[config.mk]
export PLATFORM = sky130hd
export DESIGN_NAME = recursive_mutex_fifo_waiters_top
export DESIGN_NICKNAME = d
export VERILOG_FILES = /design/src/rtl/rmfw_pkg.sv /design/src/rtl/rmfw_ram.sv /design/src/rtl/rmfw_queue.sv /design/src/rtl/rmfw_ctrl.sv /design/src/rtl/recursive_mutex_fifo_waiters_top.sv
export SDC_FILE = /design/constraint.sdc
export NUM_CORES = 1
export LEC_CHECK = 0
export BUFFER_PORTS_ARGS = -buffer_cell sky130_fd_sc_hd__buf_2
export CAP_MARGIN = 0
export CORE_ASPECT_RATIO = 0.9
export CORE_MARGIN = 5
export CORE_UTILIZATION = 56
export DETAILED_ROUTE_END_ITERATION = 10
export PLACE_DENSITY = 0.74
export SYNTH_ARGS = -nofsm -noshare
export SYNTH_HDL_FRONTEND = slang
export SYNTH_SLANG_ARGS = --single-unit
[constraint.sdc]
create_clock -name clk -period 3.3 [get_ports clk]
set_clock_uncertainty 0.05 [all_clocks]
set_input_delay 0.33 -clock clk [delete_from_list [all_inputs] [get_ports clk]]
set_output_delay 0.33 -clock clk [all_outputs]
set_load 0.005 [all_outputs]
[src/rtl/rmfw_pkg.sv]
// package for the recursive mutex with fifo waiter queue
// holds sizes, status codes and the structs shared by the modules
// no dependencies
`default_nettype none
package rmfw_pkg;

	localparam int THREAD_COUNT = 16;
	localparam int MAX_DEPTH    = 255;
	localparam int RING_SLOTS   = 16;

	localparam int TID_W   = 4;
	localparam int DEPTH_W = 8;
	localparam int STAT_W  = 4;
	localparam int PTR_W   = $clog2(RING_SLOTS);
	localparam int CNT_W   = $clog2(RING_SLOTS + 1);

	// hold depth limit, capped by the width of the depth register
	localparam int DEPTH_CAP = (MAX_DEPTH < 255) ? MAX_DEPTH : 255;

	localparam logic OP_ACQUIRE = 1'b0;
	localparam logic OP_RELEASE = 1'b1;

	localparam logic [STAT_W-1:0] ST_ACQUIRED    = 4'd0;
	localparam logic [STAT_W-1:0] ST_NESTED      = 4'd1;
	localparam logic [STAT_W-1:0] ST_QUEUED      = 4'd2;
	localparam logic [STAT_W-1:0] ST_DEPTH_DOWN  = 4'd3;
	localparam logic [STAT_W-1:0] ST_HANDED_OVER = 4'd4;
	localparam logic [STAT_W-1:0] ST_FREED       = 4'd5;
	localparam logic [STAT_W-1:0] ST_NOT_OWNER   = 4'd6;
	localparam logic [STAT_W-1:0] ST_WAIT_REFUSE = 4'd7;
	localparam logic [STAT_W-1:0] ST_DEPTH_OVF   = 4'd8;

	// commands from the lock controller to the waiter queue
	typedef struct packed {
		logic             rd_en;
		logic             push;
		logic             pop;
		logic [TID_W-1:0] push_tid;
	} q_cmd_t;

	// queue status seen by the lock controller
	typedef struct packed {
		logic [CNT_W-1:0]        count;
		logic [THREAD_COUNT-1:0] flags;
		logic [TID_W-1:0]        head_tid;
	} q_stat_t;

	// one result
	typedef struct packed {
		logic [STAT_W-1:0]  status;
		logic               grant_valid;
		logic [TID_W-1:0]   grant_thread;
		logic [DEPTH_W-1:0] depth;
	} result_t;

endpackage
`default_nettype wire

[src/rtl/rmfw_ram.sv]
// generic single write port, single read port ram with registered read
// no dependencies
`default_nettype none
module rmfw_ram #(
	parameter int WIDTH = 4,
	parameter int DEPTH = 16
) (
	input  wire                     clk,
	input  wire                     we,
	input  wire [$clog2(DEPTH)-1:0] waddr,
	input  wire [WIDTH-1:0]         wdata,
	input  wire                     re,
	input  wire [$clog2(DEPTH)-1:0] raddr,
	output logic [WIDTH-1:0]        rdata
);

	logic [WIDTH-1:0] mem [DEPTH];

	// write port
	always_ff @(posedge clk) begin
		if (we) begin
			mem[waddr] <= wdata;
		end
	end

	// registered read port
	always_ff @(posedge clk) begin
		if (re) begin
			rdata <= mem[raddr];
		end
	end

endmodule
`default_nettype wire

[src/rtl/rmfw_queue.sv]
// fifo queue of waiting threads: ring pointers, count, waiting flags
// depends on rmfw_pkg and rmfw_ram (ring storage)
`default_nettype none
module rmfw_queue (
	input  wire              clk,
	input  wire              arst_n,
	input  rmfw_pkg::q_cmd_t cmd,
	output rmfw_pkg::q_stat_t stat
);
	import rmfw_pkg::*;

	logic [PTR_W-1:0]        head_q;
	logic [PTR_W-1:0]        tail_q;
	logic [CNT_W-1:0]        count_q;
	logic [THREAD_COUNT-1:0] flags_q;
	logic [TID_W-1:0]        head_data;

	// ring storage, head entry read on request accept
	rmfw_ram #(
		.WIDTH(TID_W),
		.DEPTH(RING_SLOTS)
	) u_ring (
		.clk  (clk),
		.we   (cmd.push),
		.waddr(tail_q),
		.wdata(cmd.push_tid),
		.re   (cmd.rd_en),
		.raddr(head_q),
		.rdata(head_data)
	);

	// pointer, count and flag update
	always_ff @(posedge clk or negedge arst_n) begin
		if (!arst_n) begin
			head_q  <= '0;
			tail_q  <= '0;
			count_q <= '0;
			flags_q <= '0;
		end else if (cmd.push) begin
			tail_q                <= tail_q + PTR_W'(1);
			count_q               <= count_q + CNT_W'(1);
			flags_q[cmd.push_tid] <= 1'b1;
		end else if (cmd.pop) begin
			head_q             <= head_q + PTR_W'(1);
			count_q            <= count_q - CNT_W'(1);
			flags_q[head_data] <= 1'b0;
		end
	end

	assign stat.count    = count_q;
	assign stat.flags    = flags_q;
	assign stat.head_tid = head_data;

endmodule
`default_nettype wire

[src/rtl/rmfw_ctrl.sv]
// lock controller: owner registers and the per request decision
// depends on rmfw_pkg; drives the waiter queue through q_cmd_t
`default_nettype none
module rmfw_ctrl (
	input  wire                       clk,
	input  wire                       arst_n,
	input  wire                       in_fire,
	input  wire                       op_in,
	input  wire [rmfw_pkg::TID_W-1:0] tid_in,
	input  wire                       done,
	input  rmfw_pkg::q_stat_t         qstat,
	output logic                      busy,
	output rmfw_pkg::q_cmd_t          qcmd,
	output rmfw_pkg::result_t         res
);
	import rmfw_pkg::*;

	logic               valid_s1;
	logic               op_s1;
	logic [TID_W-1:0]   tid_s1;
	logic               held_q;
	logic [TID_W-1:0]   owner_q;
	logic [DEPTH_W-1:0] depth_q;

	logic               nxt_held;
	logic [TID_W-1:0]   nxt_owner;
	logic [DEPTH_W-1:0] nxt_depth;
	logic               known;
	logic               push;
	logic               pop;

	// request stage, ring head read is issued alongside
	always_ff @(posedge clk or negedge arst_n) begin
		if (!arst_n) begin
			valid_s1 <= 1'b0;
		end else if (in_fire) begin
			valid_s1 <= 1'b1;
		end else if (done) begin
			valid_s1 <= 1'b0;
		end
	end

	always_ff @(posedge clk) begin
		if (in_fire) begin
			op_s1  <= op_in;
			tid_s1 <= tid_in;
		end
	end

	// decision for the request in stage one
	always_comb begin
		known        = 32'(tid_s1) < THREAD_COUNT;
		nxt_held     = held_q;
		nxt_owner    = owner_q;
		nxt_depth    = depth_q;
		push         = 1'b0;
		pop          = 1'b0;
		res.status       = ST_ACQUIRED;
		res.grant_valid  = 1'b0;
		res.grant_thread = '0;
		if (op_s1 == OP_ACQUIRE) begin
			if (!known) begin
				res.status = ST_WAIT_REFUSE;
			end else if (!held_q) begin
				nxt_held         = 1'b1;
				nxt_owner        = tid_s1;
				nxt_depth        = DEPTH_W'(1);
				res.status       = ST_ACQUIRED;
				res.grant_valid  = 1'b1;
				res.grant_thread = tid_s1;
			end else if (owner_q == tid_s1) begin
				if (32'(depth_q) >= DEPTH_CAP) begin
					res.status = ST_DEPTH_OVF;
				end else begin
					nxt_depth  = depth_q + DEPTH_W'(1);
					res.status = ST_NESTED;
				end
			end else if (qstat.flags[tid_s1] || (32'(qstat.count) >= RING_SLOTS)) begin
				res.status = ST_WAIT_REFUSE;
			end else begin
				push       = 1'b1;
				res.status = ST_QUEUED;
			end
		end else begin
			if (!known || !held_q || (owner_q != tid_s1)) begin
				res.status = ST_NOT_OWNER;
			end else if (depth_q > DEPTH_W'(1)) begin
				nxt_depth  = depth_q - DEPTH_W'(1);
				res.status = ST_DEPTH_DOWN;
			end else if (qstat.count != '0) begin
				pop              = 1'b1;
				nxt_owner        = qstat.head_tid;
				nxt_depth        = DEPTH_W'(1);
				res.status       = ST_HANDED_OVER;
				res.grant_valid  = 1'b1;
				res.grant_thread = qstat.head_tid;
			end else begin
				nxt_held   = 1'b0;
				nxt_owner  = '0;
				nxt_depth  = '0;
				res.status = ST_FREED;
			end
		end
		res.depth = nxt_depth;
	end

	// owner state commit
	always_ff @(posedge clk or negedge arst_n) begin
		if (!arst_n) begin
			held_q  <= 1'b0;
			owner_q <= '0;
			depth_q <= '0;
		end else if (done) begin
			held_q  <= nxt_held;
			owner_q <= nxt_owner;
			depth_q <= nxt_depth;
		end
	end

	assign busy          = valid_s1;
	assign qcmd.rd_en    = in_fire;
	assign qcmd.push     = done && push;
	assign qcmd.pop      = done && pop;
	assign qcmd.push_tid = tid_s1;

endmodule
`default_nettype wire

[src/rtl/recursive_mutex_fifo_waiters_top.sv]
// recursive mutex with fifo waiter queue, top level
// a result passes the request stage and is then registered in the output register
// a new request is taken only once the one in flight is finished; the ring head read comes ahead of the decision
// a finished result may wait in the output register while the next request is taken
// reset: asynchronous active low, lock free and queue empty; ring contents not cleared
// depends on rmfw_pkg, rmfw_ctrl, rmfw_queue
`default_nettype none
module recursive_mutex_fifo_waiters_top (
	input  wire                         clk,
	input  wire                         arst_n,
	input  wire                         in_valid,
	output logic                        in_stall,
	input  wire                         operation,
	input  wire [rmfw_pkg::TID_W-1:0]   thread_id,
	output logic                        out_valid,
	input  wire                         out_stall,
	output logic [rmfw_pkg::STAT_W-1:0] status,
	output logic                        grant_valid,
	output logic [rmfw_pkg::TID_W-1:0]  grant_thread,
	output logic [rmfw_pkg::DEPTH_W-1:0] hold_depth_out
);
	import rmfw_pkg::*;

	logic    busy;
	logic    in_fire;
	logic    done;
	q_cmd_t  qcmd;
	q_stat_t qstat;
	result_t res;
	logic    out_valid_q;
	result_t res_q;

	// handshake: one request in flight, output register parts the sides
	assign in_stall = busy;
	assign in_fire  = in_valid && !busy;
	assign done     = busy && (!out_valid_q || !out_stall);

	rmfw_ctrl u_ctrl (
		.clk    (clk),
		.arst_n (arst_n),
		.in_fire(in_fire),
		.op_in  (operation),
		.tid_in (thread_id),
		.done   (done),
		.qstat  (qstat),
		.busy   (busy),
		.qcmd   (qcmd),
		.res    (res)
	);

	rmfw_queue u_queue (
		.clk   (clk),
		.arst_n(arst_n),
		.cmd   (qcmd),
		.stat  (qstat)
	);

	// output register
	always_ff @(posedge clk or negedge arst_n) begin
		if (!arst_n) begin
			out_valid_q <= 1'b0;
		end else if (done) begin
			out_valid_q <= 1'b1;
		end else if (!out_stall) begin
			out_valid_q <= 1'b0;
		end
	end

	always_ff @(posedge clk) begin
		if (done) begin
			res_q <= res;
		end
	end

	assign out_valid      = out_valid_q;
	assign status         = res_q.status;
	assign grant_valid    = res_q.grant_valid;
	assign grant_thread   = res_q.grant_thread;
	assign hold_depth_out = res_q.depth;

endmodule
`default_nettype wire

==> flow_metrics.env <==
export IMPL_timing_hold_ws_ps=31.5
export IMPL_rows=37
export IMPL_crit_slowest_cell="edfxtp_1"
export IMPL_synth_warnings=0
export IMPL_slew_headroom_pct=32.6
export IMPL_drive_above_1_share_pct=24.4
export IMPL_antenna_found_initial=0
export IMPL_seq_area_um2=3800
export IMPL_async_reset_ff_share_pct=32.8
export IMPL_worst_path_largest_cell_delay_ps=580
export IMPL_drc=0
export IMPL_cts_hold_buf=0
export IMPL_layout_commonest_cell="edfxtp_1"
export IMPL_viasPerCell=6.48
export IMPL_nets=532
export IMPL_syn2layout_area_growth_pct=15.0
export IMPL_use_met3_pct=5.79
export IMPL_first_pass_iters=5
export IMPL_critical_path_class="reg2reg"
export IMPL_final_cells=680
export IMPL_max_freq_mhz=320
export IMPL_final_util_pct=65.0
export IMPL_syn_area_per_cell_um2=13.6
export IMPL_reg2reg_slack_ps=170
export IMPL_fin_crit_sh_pct=94.8
export IMPL_use_met2_pct=34.8
export IMPL_clk_latency_ps=420
export IMPL_met1_usage_pct=30.9
export IMPL_final_cell_mix="edfxtp_1 (90), dfrtp_1 (44), buf_2 (27)"
export IMPL_ys_ff_latch=134
export IMPL_dieArea_um2=13700
export IMPL_yosysUniqueCellTypes=59
export IMPL_multiInputGateArea_um2=2430
export IMPL_clkTransAtPathRegs_ps=60
export IMPL_r2r_start="u_ctrl.tid_s1[1]"
export IMPL_drt_iter0_markers=634
export IMPL_wirelength_mm=14.6
export IMPL_fp_dieW_um=123
export IMPL_dp_slack_ps=273
export IMPL_dp_cells=648
export IMPL_vias=4407
export IMPL_maxCapViolations=0
export IMPL_peakVddDrop_mv=0.456
export IMPL_routabilityCongestion=0.934
export IMPL_cp_cell_sequence="mux2_2 > a221oi_1 > and4_1 > nand2_1 > ha_1 > nor2b_1 > o21a_1 > nor3_1 > nand3_1 > and3b_1"
export IMPL_clock_root_buffer="clkbuf_16"
export IMPL_grt_pass1_vias=4303
export IMPL_antenna_cells=0
export IMPL_worstMarginPinSlew_ps=1010
export IMPL_cp_arrival_ps=3390
export IMPL_fin_crit_ps=3130
export IMPL_cts_resized=0
export IMPL_cts_buffers=17
export IMPL_grt_max_degree=45
export IMPL_wl_per_cell_um=21.4
export IMPL_num_io_pins=28
export IMPL_fp_coreArea_um2=11300
export IMPL_ys_seq_area_share_pct=59.3
export IMPL_r2r_end="u_queue.count_q[4]"
export IMPL_grt_first_pass_wirelength_mm=23.3
export IMPL_reg2regPathDepth=10
export IMPL_cts_tree="done"
export IMPL_status="completed"
export IMPL_cp_start_kind="flop"
export IMPL_fillers=778
export IMPL_syn_cell_area_um2=6410
export IMPL_port_buffers=27
export IMPL_hp_class="in2async"
export IMPL_rsz0062_at_grt="no"
export IMPL_start_util_pct=56.5
export IMPL_setup_tns_final_ps=0
export IMPL_placed_area_um2=6800
export IMPL_die_y_um=112
export IMPL_dpl_hpwl_mm=9.68
export IMPL_slew_viol_final=0
export IMPL_synth_edff_count=90
export IMPL_fin_area_um2=7370
export IMPL_crit_family="simple AND/OR/NAND/NOR gates"
export IMPL_synth_nets=491
export IMPL_cts_max_level=4
export IMPL_setup_viol=0
export IMPL_cp_max_fo=9
export IMPL_cts_setup_buffers=0
export IMPL_path_buf_inv=0
export IMPL_critPathCaptureType="flop"
export IMPL_final_antenna_net_count=0
export IMPL_grt_overflow=0
export IMPL_grt_usage_pct=22.3
export IMPL_p_total_mw=5.13
export IMPL_clock_sinks=134
export IMPL_powerDensity_nw_per_um2=696
export IMPL_clk_path_buf_depth=2
export IMPL_fin_ws_ps=171
export IMPL_syn_inst=470
export IMPL_synth_ff_type="edfxtp_1"
export IMPL_p_leak_nw=2.70
export IMPL_required_ps=3560
export IMPL_grt_busiest_layer="met2"
export IMPL_hold_viol=0
[power breakdown]
part / internal (mW) / total, mW / switching (mW)
Clock: 1.00 / 1.82 / 0.820
Combinational: 0.438 / 1.08 / 0.642
Sequential: 2.05 / 2.22 / 0.180
[cell type report]
type | count | share of cell area, %
inverter | 16 | 0.814
timing repair buffer | 50 | 4.17
clock inverter | 15 | 2.02
clock buffer | 17 | 5.77
multi-input combinational | 292 | 33.0
sequential | 134 | 51.6
tap | 156 | 2.65
[worst max path at each step]
stage / start / to / slack, ps / depth (start not counted)
floorplan: u_ctrl.tid_s1[1] / u_queue.count_q[4] / 40 / 13
global placement: u_ctrl.tid_s1[1] / u_queue.count_q[4] / 430 / 10
detailed placement: u_ctrl.tid_s1[1] / u_queue.count_q[4] / 270 / 10
CTS: u_ctrl.tid_s1[1] / u_queue.count_q[4] / 210 / 10
global route: u_ctrl.tid_s1[1] / u_queue.count_q[4] / 60 / 10
finish: u_ctrl.tid_s1[1] / u_queue.count_q[4] / 170 / 10
[Yosys cell counts, drive strengths merged, types with 4 or more instances]
cell type	count	area share (%)
nand4	7	0.68
buf	16	1.1
nand2b	8	0.78
or4	4	0.64
nor4b	6	0.82
o21ai	28	2.2
o21a	4	0.47
nor2	16	0.94
a31oi	5	0.49
nand2	18	1.1
mux4	22	7.7
nor3	14	1.2
or3	5	0.49
a21o	4	0.47
edfxtp	90	42
xnor2	12	1.6
mux2i	4	0.62
mux2	11	1.9
ha	11	2.1
nand3	15	1.2
dfrtp	44	17
inv	15	0.88
nor4	6	1.1
and3	6	0.59
and4	12	1.6
clkbuf	12	0.70
or2	4	0.39
a22o	9	1.2
o31ai	17	2.0
a21oi	9	0.70
[sequential cells by signal, summed over array words and instances, names as in the netlist]
signal and flops:
grant_thread 4, u_ctrl.depth_q 8, u_ctrl.held_q 1, u_queue.head_q 4
grant_valid 1, u_queue.count_q 5, u_ctrl.busy 1, u_queue.flags_q 16
status 4, u_queue.tail_q 4, hold_depth_out 8, out_valid 1
u_queue.u_ring.rdata 4, u_ctrl.op_s1 1, u_ctrl.owner_q 4, u_ctrl.tid_s1 4
u_queue.u_ring.mem 64
[kinds of logic after synthesis]
family / share of synthesized area (%)
buffers and inverters: 2.75
flip-flops: 59.3
multiplexers: 10.3
AO/OA/AOI/OAI: 11.0
XOR/XNOR: 1.91
adder cells (fa/ha/maj): 2.46
AND/OR/NAND/NOR: 12.3
[metal layers]
metal  routed length [um]  up-vias  share of wire [%]
li1                     -     1951                  -
met2                 7030      229                 48
met1                 6210     2198                 43
met5                    0        -                  0
met4                  313        0                2.1
met3                 1020       29                7.0
No activity file was read; power rests on OpenSTA's default activity.
